<file path="src/rtl/path_oram_access_controller_macros.svh">
// Assertion macros used by the path ORAM access controller.
// Depends on nothing; the macros expand to nothing when SYNTHESIS is defined.
`ifndef PATH_ORAM_ACCESS_CONTROLLER_MACROS_SVH
`define PATH_ORAM_ACCESS_CONTROLLER_MACROS_SVH
`ifndef SYNTHESIS
`define POR_ASSERT(label, clk, rst, prop, msg) \
  label: assert property (@(posedge clk) disable iff (rst) (prop)) else $error(msg);
`define POR_ASSERT_NEXT(label, clk, rst, ante, cons, msg) \
  label: assert property (@(posedge clk) disable iff (rst) (ante) |=> (cons)) else $error(msg);
`else
`define POR_ASSERT(label, clk, rst, prop, msg)
`define POR_ASSERT_NEXT(label, clk, rst, ante, cons, msg)
`endif
`endif

</file>
<file path="src/rtl/poram_pkg.sv">
// Constants, word types and path addressing for the path ORAM access controller.
// Depends on nothing.
package poram_pkg;

  localparam int TREE_DEPTH    = 10;
  localparam int BUCKET_SLOTS  = 4;
  localparam int DATA_BITS     = 64;
  localparam int STASH_ENTRIES = 64;

  localparam int NUM_LEAVES  = 1 << TREE_DEPTH;
  localparam int NUM_BUCKETS = 2 * NUM_LEAVES - 1;
  localparam int NUM_BLOCKS  = BUCKET_SLOTS * NUM_BUCKETS;

  localparam int ID_W   = 13;
  localparam int LEAF_W = TREE_DEPTH;
  localparam int NODE_W = TREE_DEPTH + 1;
  localparam int SLOT_W = $clog2(NUM_BLOCKS);
  localparam int LVL_W  = $clog2(TREE_DEPTH + 1);
  localparam int Z_W    = (BUCKET_SLOTS > 1) ? $clog2(BUCKET_SLOTS) : 1;
  localparam int IDX_W  = $clog2(STASH_ENTRIES);
  localparam int SCAN_W = IDX_W + 1;
  localparam int CNT_W  = 7;

  typedef struct packed {
    logic        kind;
    logic [12:0] block_id;
    logic [63:0] write_data;
    logic [9:0]  new_leaf;
  } poram_req_t;

  typedef struct packed {
    logic [63:0] read_data;
    logic [6:0]  stash_count;
    logic        stash_overflow;
  } poram_rsp_t;

  typedef struct packed {
    logic [ID_W-1:0]      id;
    logic [LEAF_W-1:0]    leaf;
    logic [DATA_BITS-1:0] data;
  } stash_ent_t;

  typedef struct packed {
    logic                 vld;
    logic [ID_W-1:0]      id;
    logic [LEAF_W-1:0]    leaf;
    logic [DATA_BITS-1:0] data;
  } tree_ent_t;

  typedef struct packed {
    logic             vld;
    logic [IDX_W-1:0] idx;
    stash_ent_t       ent;
  } sel_ent_t;

  // Slot address of slot z in the bucket at level lvl on the path to leaf.
  function automatic logic [SLOT_W-1:0] slot_addr(input logic [LEAF_W-1:0] leaf,
                                                  input logic [LVL_W-1:0]  lvl,
                                                  input logic [Z_W-1:0]    z);
    logic [NODE_W-1:0] node;
    node = NODE_W'((NODE_W'(leaf) + NODE_W'(NUM_LEAVES)) >> (LVL_W'(TREE_DEPTH) - lvl))
           - NODE_W'(1);
    return SLOT_W'(32'(node) * BUCKET_SLOTS + 32'(z));
  endfunction

endpackage

</file>
<file path="src/rtl/poram_sel.sv">
// Sorted selector that keeps the BUCKET_SLOTS smallest block ids seen in one stash scan.
// Depends on poram_pkg.
module poram_sel (
  input  logic               clk,
  input  logic               rst,
  input  logic               clr,
  input  poram_pkg::sel_ent_t cand,
  output poram_pkg::sel_ent_t list [poram_pkg::BUCKET_SLOTS]
);
  import poram_pkg::*;

  logic [BUCKET_SLOTS-1:0] ahead;
  logic [BUCKET_SLOTS-1:0] prev;
  sel_ent_t                up [BUCKET_SLOTS];

  // An entry position is "ahead" when the candidate sorts before what it holds.
  always_comb begin
    for (int i = 0; i < BUCKET_SLOTS; i++) begin
      ahead[i] = !list[i].vld || (cand.ent.id < list[i].ent.id);
    end
    prev  = ahead << 1;
    up[0] = cand;
    for (int i = 1; i < BUCKET_SLOTS; i++) begin
      up[i] = list[i-1];
    end
  end

  always_ff @(posedge clk) begin
    if (rst || clr) begin
      for (int i = 0; i < BUCKET_SLOTS; i++) begin
        list[i].vld <= 1'b0;
      end
    end else if (cand.vld) begin
      for (int i = 0; i < BUCKET_SLOTS; i++) begin
        if (ahead[i]) begin
          list[i] <= prev[i] ? up[i] : cand;
        end
      end
    end
  end
endmodule
</file>
<file path="config.mk">
export PLATFORM = sky130hd
export DESIGN_NAME = poram_sel
export DESIGN_NICKNAME = d
export VERILOG_FILES = /design/src/rtl/path_oram_access_controller_macros.svh /design/src/rtl/poram_pkg.sv /design/src/rtl/poram_sel.sv
export SDC_FILE = /design/constraint.sdc
export NUM_CORES = 1
export LEC_CHECK = 0
export ABC_AREA = 1
export BUFFER_PORTS_ARGS = -buffer_cell sky130_fd_sc_hd__buf_2
export CAP_MARGIN = 20
export CELL_PAD_IN_SITES_DETAIL_PLACEMENT = 1
export CELL_PAD_IN_SITES_GLOBAL_PLACEMENT = 1
export CORE_ASPECT_RATIO = 0.9
export CORE_MARGIN = 3
export CORE_UTILIZATION = 30
export CTS_CLUSTER_DIAMETER = 60
export DETAILED_ROUTE_END_ITERATION = 8
export GPL_TIMING_DRIVEN = 0
export PLACE_DENSITY_LB_ADDON = 0.1
export SYNTH_ARGS = -nofsm -noshare
export SYNTH_HDL_FRONTEND = slang
export SYNTH_SLANG_ARGS = --single-unit
</file>
<file path="constraint.sdc">
create_clock -name clk -period 10.3 [get_ports clk]
set_clock_uncertainty 0.15 [all_clocks]
set_input_delay 1.545 -clock clk [delete_from_list [all_inputs] [get_ports clk]]
set_output_delay 1.545 -clock clk [all_outputs]
set_load 0.01 [all_outputs]
</file>
# Word level (Yosys, flattened, before mapping)
# Index checks and enable logic that the tools add are counted.
# totals
register_bits,376
in_bits,97
out_inout_bits,376
# classes
magnitude_cmp,4
n_mux,3
bitwise,1
reduce_logical,17
# ops
cell,n
two-way mux 94 bit,3
less-than comparator 13 bit,4
AND reduction 3 bit,4
AND reduction 2 bit,4
logical OR 1 bit,5
logical NOT 1 bit,4
NOT 1 bit,1

# Longest topological paths before layout
# logic_depth
depth_word,3
mapped_depth,13
mapped_depth_nobuf,11

# Worst setup path before layout
# Ideal clock, no wire load.
# synth_path
path_kind,in2reg
startpoint,in cand[86] (netlist bit)
endpoint,"reg list[188] (netlist bit), enable pin"
arrival_time_ns,6.945
slack_ns,2.629
path_stages,9
path_cell_list,ha_1 > nand2_1 > inv_1 > nand2_1 > nand2_1 > a21oi_1 > nand2_2 > buf_2 > a21oi_1
# synth_between
elab_chain_len,3
# synth_lines
element,line_no,text
"start, declared",poram_sel.sv:7,"input poram_pkg::sel_ent_t cand,"
less-than comparator 13 bit,poram_sel.sv:19,ahead[i] = !list[i].vld || (cand.ent.id < list[i].ent.id);
logical OR 1 bit,poram_sel.sv:19,
AND reduction 3 bit (no line),-,
"end signal, assigned by index",poram_sel.sv:36,list[i] <= prev[i] ? up[i] : cand;
"end, declared",poram_sel.sv:8,output poram_pkg::sel_ent_t list [poram_pkg::BUCKET_SLOTS]
# No other way between the ends.
# A chain may end at the register's enable or synchronous reset.

# Final worst setup path
# layout_path
startpoint,in cand[86] (netlist bit)
endpoint,"reg list[309] (netlist bit), enable pin"
# The elaborated chain is that of the path after synthesis.

==> results.toml <==
[yosys]
syn_area_per_cell_sq_um = 10.7
synth-seq-cells = 376
synth_top_family_by_area = "simple AND/OR/NAND/NOR gates"
synth_nets = 1707
synth_area_sq_um = 16700
synth-xor-area-share_pct = 0
synth-compound-area-share_pct = 0.840
synth.area.mux_share_pct = 0
syn_inst = 1562
ys_seq_area_share_pct = 67.5
yosys.area_share.simple_pct = 23.5
synthAdderAreaFrac_pct = 3.60
ys_types = 18
yosys_warnings = 0

[floorplanning]
core_area_sq_um = 54600
io_pins = 473
initial_core_util_pct = 30.5
dieArea_sq_um = 58500
die_w_um = 255
die-height_um = 230
fp-row-count = 81

[power]
swShare_pct = 24.6
p_seq_share_pct = 46.8
p_per_area_nw_per_um2 = 171
p_comb_share_pct = 9.2
power.switching_uw = 924
clockPowerShare_pct = 43.9
ir_drop_mv = 0.136
power.total_uw = 3750
power_leakage_uw = 0.00986
p_int_uw = 2830

[grt]
grt_pass1_wl_mm = 95.5
grt_use_met2_pct = 37.1
overflow = 0
grtUsageTotal_pct = 22.1
grt_pass1_vias = 14300
grtUsageMet1_pct = 28.0
grt_max_degree = 27
gr-usage-met3_pct = 6.32
grt-busiest-layer = "met2"
antenna_found_initial = 10

[layout]
final_nets = 2246
mostFrequentLayoutCell = "nand2_1"
top_register = "list"
stdcell_count = 2840
largest_reg_flops = 376
layout_common_cells = "638 x nand2_1, 508 x buf_2, 372 x edfxtp_1, 286 x nand3_1, 71 x inv_1"
reg.largest.list = "list (376)"
area_growth_pct = 31.3
layout-drive-gt1-share_pct = 29.2

[placed_design]
dp.cells = 2757
hpwl_mm = 48.7
port-buffer-count = 472
gp_congestion = 0.806

[min_path]
min_path_type = "reg -> reg"

[timing]
fin_tns_setup_ps = 0
hold_viol = 0
fin_crit_sh_pct = 41.1
rsz0062_at_grt = "no"
timing.fmax_ghz = 0.236
finalMaxSlewViolations = 0
setup_violations = 0
period_minus_slack_ps = 4230
worst_pin_slew_ps = 972
slew-limit-headroom_pct = 35.0

[worst_setup_path]
crit_type = "in -> reg"
worstSetupEndpointType = "flip-flop"
cp_num_buf_inv = 4
slowest_delay_ps = 870
cp.required_ps = 10430
crit_chain = "buf_2 > ha_1 > a21oi_1 > o21ai_1 > nor2_1 > nand2_2 > clkbuf_1 > a21oi_4 > buf_12 > buf_16"
crit_fanout = 22
cpMaxStageDelayCell = "a21oi_4"
critPathTopFamily = "compound AO/OA/AOI/OAI gates"
crit_path_start_kind = "primary input"
arrival_ps = 4360

[clocking]
clock_latency_ps = 570
cts_root_buffer = "clkbuf_16"
h-tree-depth = 2
cts_max_path_buffers = 3
hold_buffers = 0
clk_pin_slew_worst_paths_ps = 60
numClockSinks = 376
cts_resized = 0
cts_tree = "built"
post_cts_buffers = 0
cts_buffers = 47

[drt]
dr.pass1.iters = 5
wl_mm = 65.7
routedWlPerCell_um = 23.1
via_per_inst = 4.83
post-route-drc-count = 0
drtIter0Drc = 762
ant_nets = 0
num_vias = 13700

[flow_run]
max-cap-violations = 0

[outcome]
status = "finished, final reports clean"
## stage by stage
step	hold WS (ps)	cell area (sq um)	util [%]	setup WS (ps)
floorplan	351	16700	-	2630
global placement	333	19900	36.5	-2190
detailed placement	374	20400	37.3	5380
CTS	388	21900	40.1	6010
global route	411	21900	40.1	5850
finish	383	21900	40.1	6070
## worst paths after layout
| path | startpoint | end | slack, ps | cells past startpoint |
|---|---|---|---|---|
| worst max-delay path | cand[86] | list[309] | 6070 | 10 |
| worst min register to register | list[278] | list[184] | 380 | 2 |
| worst max register to register | list[368] | list[309] | 6810 | 10 |
| worst min-delay path | list[278] | list[184] | 380 | 2 |
## routing by layer
metal  up-vias  share of wire, %
li1       6410                 -
met1      6771                42
met2       421                48
met3        91               7.6
met4        10               2.5
met5         -              0.11
## cells by family (layout without fill, tap and decap cells)
group / after synthesis / after routing
fa+ha+maj: 48 / 48
buf+inv: 165 / 735
flops: 376 / 376
simple gates: 945 / 945
other cells: 0 / 3
compound gates: 28 / 28
## power groups by stage
stage	Clock, uW	Combinational, uW	Sequential (uW)
floorplan	0	140	1810
global placement	0	329	1810
detailed placement	0	353	1790
CTS	1690	355	1760
global route	1760	385	1760
finish	1650	347	1760
## synth_stat cells
master	count	area (sq um)
nand3_1	286	1430
edfxtp_1	372	11200
nand4_1	1	6.26
o21ai_1	1	5.00
buf_2	36	180
buf_6	6	67.6
clkbuf_1	34	128
nand2_1	638	2390
inv_2	1	3.75
nand2_2	4	25.0
buf_4	16	120
ha_1	48	601
nor2_1	16	60.1
buf_1	1	3.75
o21ai_0	3	15.0
inv_1	71	267
a21oi_1	24	120
dfxtp_1	4	80.1
## area by class of cell
| type | instances | area, sq um |
|---|---|---|
| Timing Repair Buffer | 490 | 2780 |
| Clock inverter | 20 | 196 |
| Inverter | 72 | 270 |
| Buffer | 93 | 499 |
| Clock buffer | 60 | 1310 |
| Tap cell | 705 | 882 |
| Sequential cell | 376 | 11300 |
| Multi-Input combinational cell | 1021 | 4700 |
| Fill cell | 6223 | 32700 |
| Antenna cell | 3 | 7.51 |
## worst register-to-register path: stages (launching register included)
cell	delay (ps)
edfxtp_1	420
inv_1	80
ha_1	240
a21oi_1	160
o21ai_1	110
nor2_1	140
nand2_2	150
clkbuf_1	360
a21oi_4	870
buf_12	290
buf_16	200
Note: power is estimated with default switching activity, not from simulation.
