### config.mk
export PLATFORM = sky130hd
export DESIGN_NAME = poram_ram
export DESIGN_NICKNAME = d
export VERILOG_FILES = /design/src/rtl/path_oram_access_controller_macros.svh /design/src/rtl/poram_ram.sv
export SDC_FILE = /design/constraint.sdc
export NUM_CORES = 1
export LEC_CHECK = 0
export ABC_AREA = 1
export BUFFER_PORTS_ARGS = -buffer_cell sky130_fd_sc_hd__clkbuf_2
export CAP_MARGIN = 10
export CORE_MARGIN = 1
export CORE_UTILIZATION = 48
export DETAILED_ROUTE_END_ITERATION = 10
export GPL_ROUTABILITY_DRIVEN = 0
export GPL_TIMING_DRIVEN = 0
export HOLD_SLACK_MARGIN = 0.02
export MAX_ROUTING_LAYER = met4
export PLACE_DENSITY = 0.67
export SLEW_MARGIN = 30
export SYNTH_ARGS = -nofsm -noshare
export SYNTH_HDL_FRONTEND = slang
export SYNTH_SLANG_ARGS = --single-unit
### constraint.sdc
create_clock -name clk -period 1.1 [get_ports clk]
set_input_delay 0.11 -clock clk [delete_from_list [all_inputs] [get_ports clk]]
set_output_delay 0.11 -clock clk [all_outputs]
set_load 0.1 [all_outputs]
### src/rtl/path_oram_access_controller_macros.svh
// Assertion macros used by the path ORAM access controller.
// Depends on nothing; the macros expand to nothing when SYNTHESIS is defined.
`ifndef PATH_ORAM_ACCESS_CONTROLLER_MACROS_SVH
`define PATH_ORAM_ACCESS_CONTROLLER_MACROS_SVH
`ifndef SYNTHESIS
`define POR_ASSERT(label, clk, rst, prop, msg) \
  label: assert property (@(posedge clk) disable iff (rst) (prop)) else $error(msg);
`define POR_ASSERT_NEXT(label, clk, rst, ante, cons, msg) \
  label: assert property (@(posedge clk) disable iff (rst) (ante) |=> (cons)) else $error(msg);
`else
`define POR_ASSERT(label, clk, rst, prop, msg)
`define POR_ASSERT_NEXT(label, clk, rst, ante, cons, msg)
`endif
`endif

### src/rtl/poram_ram.sv
// Generic single-write, single-read RAM with a registered read port.
// Depends on nothing.
module poram_ram #(
  parameter int WIDTH = 8,
  parameter int DEPTH = 16
) (
  input  logic                                      clk,
  input  logic                                      we,
  input  logic [((DEPTH > 1) ? $clog2(DEPTH) : 1)-1:0] waddr,
  input  logic [WIDTH-1:0]                          wdata,
  input  logic [((DEPTH > 1) ? $clog2(DEPTH) : 1)-1:0] raddr,
  output logic [WIDTH-1:0]                          rdata
);
  logic [WIDTH-1:0] mem [DEPTH];

  always_ff @(posedge clk) begin
    if (we) begin
      mem[waddr] <= wdata;
    end
    rdata <= mem[raddr];
  end
endmodule

# [After elaboration in Yosys (flattened, before gate mapping)]
# Memory sizes are Yosys's and may differ from the RTL's. A register that Yosys moved wholly into a read port is not among the register bits.
# Index checks and enable logic that the tools add are counted.
[word_totals] register_bits=0 latch_bits=0 ram_bits=128 romBits=0 out_inout_bits=8 word_cells=3 mem_count=1
[mem_list] name="mem" words=16 width=8 read_ports=1 rd_ports_with_merged_regs=1 wr=1 line="poram_ram.sv:14" rtl="logic [WIDTH-1:0] mem [DEPTH];"
[op_classes] n_addsub=0 multipliers=0 n_div=0 n_lt_le_gt_ge=0 eq_ne=0 n_shift=0 muxes=2 bitwise_logic=0 reduce_logical=0
[ops] operator="1-bit 2-to-1 mux" count=2

# [Longest topological paths before layout]
# Gate-level depths: netlist of run 1.
[depth] depth_word=2 ltp_mapped=8 ltp_nobuf=7

# [Worst setup path after synthesis of run 1]
# No wires, ideal clock.
[synth_path] path_kind="input to register" startpoint="input waddr[3] (netlist bit)" endpoint="memory mem[4][0] (enable)" t_arrival_ps=691 path_slack_ps=39 cell_stages=2 path_buffers=0 cell_sequence="nand3b_1 -> nor2_1"
[synth_rtl] item="from (decl)" line="poram_ram.sv:9" rtl="input logic [((DEPTH > 1) ? $clog2(DEPTH) : 1)-1:0] waddr,"
[synth_rtl] item="to (decl)" line="poram_ram.sv:14"
# No word-level cell before the write port.

# [Final worst setup path of run 1]
[layout_path] startpoint="input waddr[3] (netlist bit)" endpoint="memory mem[5][2] (enable)"
# No word-level cell before the write port.

==> results of run 1 <==
[worst max-delay path, delay by kind of cell]
kind	cells	cell delay, ps
buffers and inverters	1	110
AND/OR/NAND/NOR	2	970
[registers in the layout, indices dropped and copies added (netlist names)]
signal,flops
mem,128
rdata,8
[logic make-up after synthesis]
| logic type | count (synthesis) |
|---|---|
| buf+inv | 126 |
| flops | 136 |
| simple gates | 289 |
[where the power goes]
group,internal [mW],leakage (nW),switching (mW)
clock,3.56,0.281,2.18
sequential,5.80,1.22,0.0373
combinational,0.287,1.42,0.772
total,9.65,2.93,2.99
[cells in the final DEF (no fill, tap or decap), types with 3 or more instances in the layout]
master | netlist | final
nand2_1 | 173 | 173
edfxtp_1 | 128 | 128
inv_1 | 100 | 100
nand3_1 | 97 | 95
clkbuf_16 | 0 | 18
clkbuf_2 | 0 | 14
buf_2 | 13 | 13
nor2_1 | 17 | 12
dfxtp_1 | 8 | 7
buf_6 | 6 | 6
clkbuf_8 | 0 | 6
nor2_2 | 0 | 5
buf_4 | 4 | 4
clkinvlp_4 | 0 | 4
bufinv_16 | 0 | 3
inv_6 | 0 | 3
[Yosys cell counts]
master / instances
buf_1: 1
buf_2: 13
buf_4: 4
buf_6: 6
dfxtp_1: 8
edfxtp_1: 128
inv_1: 100
inv_2: 2
nand2_1: 173
nand3_1: 97
nand3b_1: 2
nor2_1: 17
[metrics by stage]
stage | cells | hold slack, ps
after floorplan | 551 | 209
after global placement | 716 | 549
after detailed placement | 716 | 537
after CTS | 748 | 108
after global routing | 748 | 155
final | 748 | 122
[area by class of cell]
| class | instances | share of cell area (%) |
|---|---|---|
| inverter | 102 | 5.66 |
| timing repair buffer | 22 | 2.85 |
| multi-input combinational | 289 | 18.3 |
| buffer | 24 | 2.46 |
| sequential | 136 | 59.2 |
| clock buffer | 17 | 6.29 |
| clock inverter | 15 | 2.61 |
| tap | 143 | 2.65 |
[repair_timing]
| item | 4_1_cts | 5_1_grt |
|---|---|---|
| endpoints found under the setup margin | 33 | 44 |
| pin swaps | 0 | 0 |
| resized for setup | 19 | 7 |
| hold buffers | 0 | 0 |
[worst min path at each step]
| stage | from | to | slack (ps) | cells after the start |
|---|---|---|---|---|
| 6_report | raddr[3] | rdata[3]$_DFF_P_ | 120 | 3 |
| 5_1_grt | raddr[3] | rdata[7]$_DFF_P_ | 160 | 3 |
| 4_1_cts | raddr[3] | rdata[3]$_DFF_P_ | 110 | 3 |
| 3_5_place_dp | raddr[3] | rdata[7]$_DFF_P_ | 540 | 3 |
| 3_3_place_gp | raddr[3] | rdata[7]$_DFF_P_ | 550 | 3 |
| 2_1_floorplan | wdata[0] | mem[0][0]$_DFFE_PP_ | 210 | 0 |
[routing by layer]
metal / share of wire [%] / global-route usage (%) / up-vias
li1: - / - / 1862
met1: 42 / 32.2 / 1847
met2: 47 / 37.5 / 204
met3: 7.9 / 4.14 / 26
met4: 2.7 / 10.8 / 0
met5: 0 / - / -
==> results.json, run 1 <==
{
  "yosysUniqueCellTypes": 12,
  "worstMarginPinSlew_ps": 832,
  "critPathRequiredTime_ps": 1140,
  "grt_pass1_wl_um": 21300,
  "boundaryPins": 26,
  "p_leak_nw": 2.93,
  "syn-mean-instance-area_sq_um": 10.5,
  "path_cells": "clkbuf_2, nand3b_1, nor2_1",
  "first_iter_violations": 381,
  "arrival_ps": 1180,
  "grt_start_max_net_pins": 17,
  "path_class": "in -> reg",
  "r2r-start": "mem[1][2]$_DFFE_PP_",
  "worstSetupEndpoint": "mem[5][2]$_DFFE_PP_",
  "std_cell_rows": 39,
  "yosys.area.top_type": "edfxtp_1",
  "synth_top_family_by_area": "simple AND/OR/NAND/NOR gates",
  "rsz0062_at_grt": "yes",
  "setup_violations": 16,
  "grt_antenna_before_repair": 0,
  "port_buffers": 22,
  "drive_above_1_share_pct": 14.0,
  "synth_nets": 569,
  "cts.path.max_buffers": 2,
  "critPathLaunchType": "input port",
  "cpPeakStageDelay_ps": 690,
  "clock_sinks": 136,
  "yosysWarnings": 0,
  "die-height_um": 112,
  "initial_core_util_pct": 49.9,
  "n_fill_cell": 931,
  "violations": "setup timing",
  "die_w_um": 112,
  "synthMuxAreaShare_pct": 0,
  "path_clk_slew_ps": 60,
  "core_area_sq_um": 11600,
  "vias": 3939,
  "area_delta_synth_final_pct": 17.3,
  "drt_wl_total_um": 13600,
  "postCtsSetupRepairBufs": 0,
  "synth-seq-cells": 136,
  "yosysTopAreaCellShare_pct": 66.7,
  "antenna_left": 0,
  "status": "finished, violations left",
  "power_density_nw_per_um2": 1870,
  "synth_compound_area_share_pct": 0,
  "grt_usage_pct": 24.4,
  "overflow": 0,
  "hold_class": "in -> reg",
  "placed_area_sq_um": 6060,
  "synthTopCellsByArea": "edfxtp_1, nand2_1, nand3_1",
  "r2r_cells": 6,
  "nets": 610,
  "regArea_sq_um": 4010,
  "finalCritPeriodShare_pct": 104,
  "fmax_ghz": 0.875,
  "first_global_vias": 3835,
  "clk_latency_ps": 420,
  "yosys.area_share.simple_pct": 21.0,
  "vdd_ir_drop_max_uv": 1290,
  "ys_seq_area_share_pct": 69.4,
  "viasPerCell": 5.27,
  "period_needed_ps": 1140,
  "hpwl_um": 8720,
  "hold_violations": 0,
  "diodes": 0,
  "postLayoutCellArea_sq_um": 6760,
  "multiInputGateArea_sq_um": 1240,
  "firstDrtPassIters": 5,
  "maxSlewViolCount": 0,
  "cts_root_buffer": "clkbuf_16",
  "cp_max_fo": 8,
  "slew_headroom_pct": 44.3,
  "h-tree-depth": 4,
  "cts_tree": "yes",
  "finalPower_mw": 12.6,
  "finClkSkew_ps": 9.39,
  "synthAdderAreaFrac_pct": 0,
  "wl_per_cell_um": 18.2,
  "startpoint": "waddr[3]",
  "cts_buffers": 17,
  "rr_endpoint": "rdata[2]$_DFF_P_",
  "synth_xor_area_share_pct": 0,
  "die_area_sq_um": 12500,
  "pre_cts_slack_ps": -485,
  "layout_setup_ws_ps": -42.6,
  "drcViolationCount": 0,
  "r2r_slack_ps": 70,
  "crit_path_end_kind": "flip-flop",
  "crit_slowest_cell": "nor2_1",
  "drv_cap": 0,
  "synth_cells": 551,
  "syn_area_sq_um": 5770,
  "tns_ps": -394,
  "finish.utilization_pct": 58.5
}
Power figures use the tool's default switching activity.
==> inputs of run 2 (changes only) <==
--- a/config.mk
+++ b/config.mk
@@ -9,13 +9,12 @@
 export BUFFER_PORTS_ARGS = -buffer_cell sky130_fd_sc_hd__clkbuf_2
 export CAP_MARGIN = 10
 export CORE_MARGIN = 1
-export CORE_UTILIZATION = 48
+export CORE_UTILIZATION = 30
 export DETAILED_ROUTE_END_ITERATION = 10
 export GPL_ROUTABILITY_DRIVEN = 0
 export GPL_TIMING_DRIVEN = 0
 export HOLD_SLACK_MARGIN = 0.02
 export MAX_ROUTING_LAYER = met4
-export PLACE_DENSITY = 0.67
 export SLEW_MARGIN = 30
 export SYNTH_ARGS = -nofsm -noshare
 export SYNTH_HDL_FRONTEND = slang
==> constraint.sdc (replaced) <==
create_clock -name clk -period 1.3 [get_ports clk]
set_input_delay 0.13 -clock clk [delete_from_list [all_inputs] [get_ports clk]]
set_output_delay 0.13 -clock clk [all_outputs]
set_load 0.1 [all_outputs]
==> run 2 against run 1 <==
Compared with the run above:
- the run now ends clean
- non-clock buffer count did not move
- flip-flop and latch count did not move
- clock skew fell by 3.7 ps
- sequential share of layout area fell by 0.49 points
- setup slack improved by 150 ps
- critical path type is now reg -> out
- largest cell class unchanged
- utilization fell by 22 points
- highest routed layer unchanged
- largest power group is now clock
==> results.json, run 2 (same netlist as run 1, synthesis figures left out) <==
{
  "hold_ws_ps": 155,
  "first_global_vias": 3643,
  "viasPerCell": 4.51,
  "finClkSkew_ps": 5.68,
  "clk_latency_ps": 420,
  "hold_depth": 4,
  "mostFrequentLayoutCell": "nand2_1",
  "finish.utilization_pct": 36.3,
  "min_from": "raddr[2]",
  "cts.path.max_buffers": 2,
  "drcViolationCount": 0,
  "path_buf_inv": 1,
  "cts_root_buffer": "clkbuf_16",
  "firstDrtPassIters": 5,
  "boundaryPins": 26,
  "rr_endpoint": "rdata[3]$_DFF_P_",
  "cts_tree": "yes",
  "r2r_cells": 6,
  "h-tree-depth": 4,
  "finalCritPeriodShare_pct": 91.7,
  "tns_ps": 0,
  "grt_start_max_net_pins": 17,
  "first_iter_violations": 284,
  "core_area_sq_um": 18800,
  "startpoint": "rdata[0]$_DFF_P_",
  "path_class": "reg -> out",
  "path_clk_slew_ps": 60,
  "hold-path-endpoint": "rdata[1]$_DFF_P_",
  "die_w_um": 141,
  "critical-path-top-delay-family": "flip-flops",
  "r2r-start": "mem[15][3]$_DFFE_PP_",
  "vias": 3785,
  "p_leak_nw": 2.93,
  "slew_headroom_pct": 35.8,
  "cts_buffers": 17,
  "hpwl_um": 9130,
  "clock_sinks": 136,
  "r2r_slack_ps": 240,
  "power_density_nw_per_um2": 1580,
  "status": "completed",
  "top_register": "mem",
  "fmax_ghz": 0.838,
  "setup_violations": 0,
  "grt_antenna_before_repair": 0,
  "path_depth": 1,
  "fin_cells": 839,
  "postCtsSetupRepairBufs": 0,
  "final_cell_mix": "nand2_1, edfxtp_1, inv_1",
  "cts_resized": 8,
  "antenna_left": 0,
  "arrival_ps": 1060,
  "grt_usage_pct": 15.8,
  "top_regs": "mem: 128 flops, rdata: 8 flops",
  "drive_above_1_share_pct": 13.1,
  "cts_hold_repair.buffers": 0,
  "die-height_um": 141,
  "nets": 610,
  "wl_per_cell_um": 17.2,
  "worstMarginPinSlew_ps": 959,
  "die_area_sq_um": 19800,
  "placed_cells": 807,
  "largest_reg_flops": 128,
  "cpPeakStageDelay_ps": 320,
  "maxSlewViolCount": 0,
  "drv_cap": 0,
  "rsz0062_at_grt": "no",
  "std_cell_rows": 50,
  "critPathRequiredTime_ps": 1170,
  "initial_core_util_pct": 30.7,
  "vdd_ir_drop_max_uv": 858,
  "overflow": 0,
  "path_cells": "clkbuf_4",
  "hold_class": "in -> reg",
  "hold_violations": 0,
  "cp_max_fo": 1,
  "critPathLaunchType": "flip-flop",
  "port_buffers": 22,
  "crit_path_end_kind": "output pin",
  "period_needed_ps": 1190,
  "crit_slowest_cell": "dfxtp_1",
  "grt_pass1_wl_um": 21500,
  "area_delta_synth_final_pct": 18.2,
  "diodes": 0,
  "drt_wl_total_um": 14400
}
[run 2: worst max path at each step]
stage	slack, ps	to
final	110	rdata[0]
after global routing	50	mem[4][7]$_DFFE_PP_
after CTS	80	rdata[0]
after detailed placement	-320	mem[4][2]$_DFFE_PP_
after global placement	-320	mem[5][2]$_DFFE_PP_
after floorplan	220	mem[10][0]$_DFFE_PP_
[run 2: report_power, final]
group          switching (mW)  leakage [nW]  internal, mW
clock network            1.74         0.313          3.24
registers              0.0250          1.22          4.90
logic                   0.661          1.39         0.201
total                    2.42          2.93          8.35
[run 2: layout make-up]
cell class	instances	area, sq um
plain buffers	24	166
multi-input cells	289	1220
fillers	1859	12000
repair buffers	22	130
inverters	102	383
clock buffers	25	538
flip-flops and latches	136	4000
clock inverters	7	85.1
well taps	234	293
[run 2: worst min-delay path: stages]
cell,delay (ps)
buf_2,160
nand3_1,100
nand3_1,70
nand2_1,80
[run 2: metrics by stage]
| step | setup slack [ps] | power (mW) | area [sq um] |
|---|---|---|---|
| finish | 107 | 10.8 | 6820 |
| global route | 52.3 | 11.0 | 6820 |
| CTS | 85.0 | 10.8 | 6810 |
| detailed placement | -322 | 5.87 | 6170 |
| global placement | -317 | 5.86 | 6170 |
| floorplan | 219 | 5.57 | 5770 |
[run 2: layer usage]
layer / track usage, % / share of wire, % / up-vias
met1: 21.4 / 46 / 1776
met2: 23.4 / 45 / 138
met4: 6.41 / 1.9 / 0
met5: - / 0 / -
met3: 3.02 / 7.0 / 19
li1: - / - / 1852
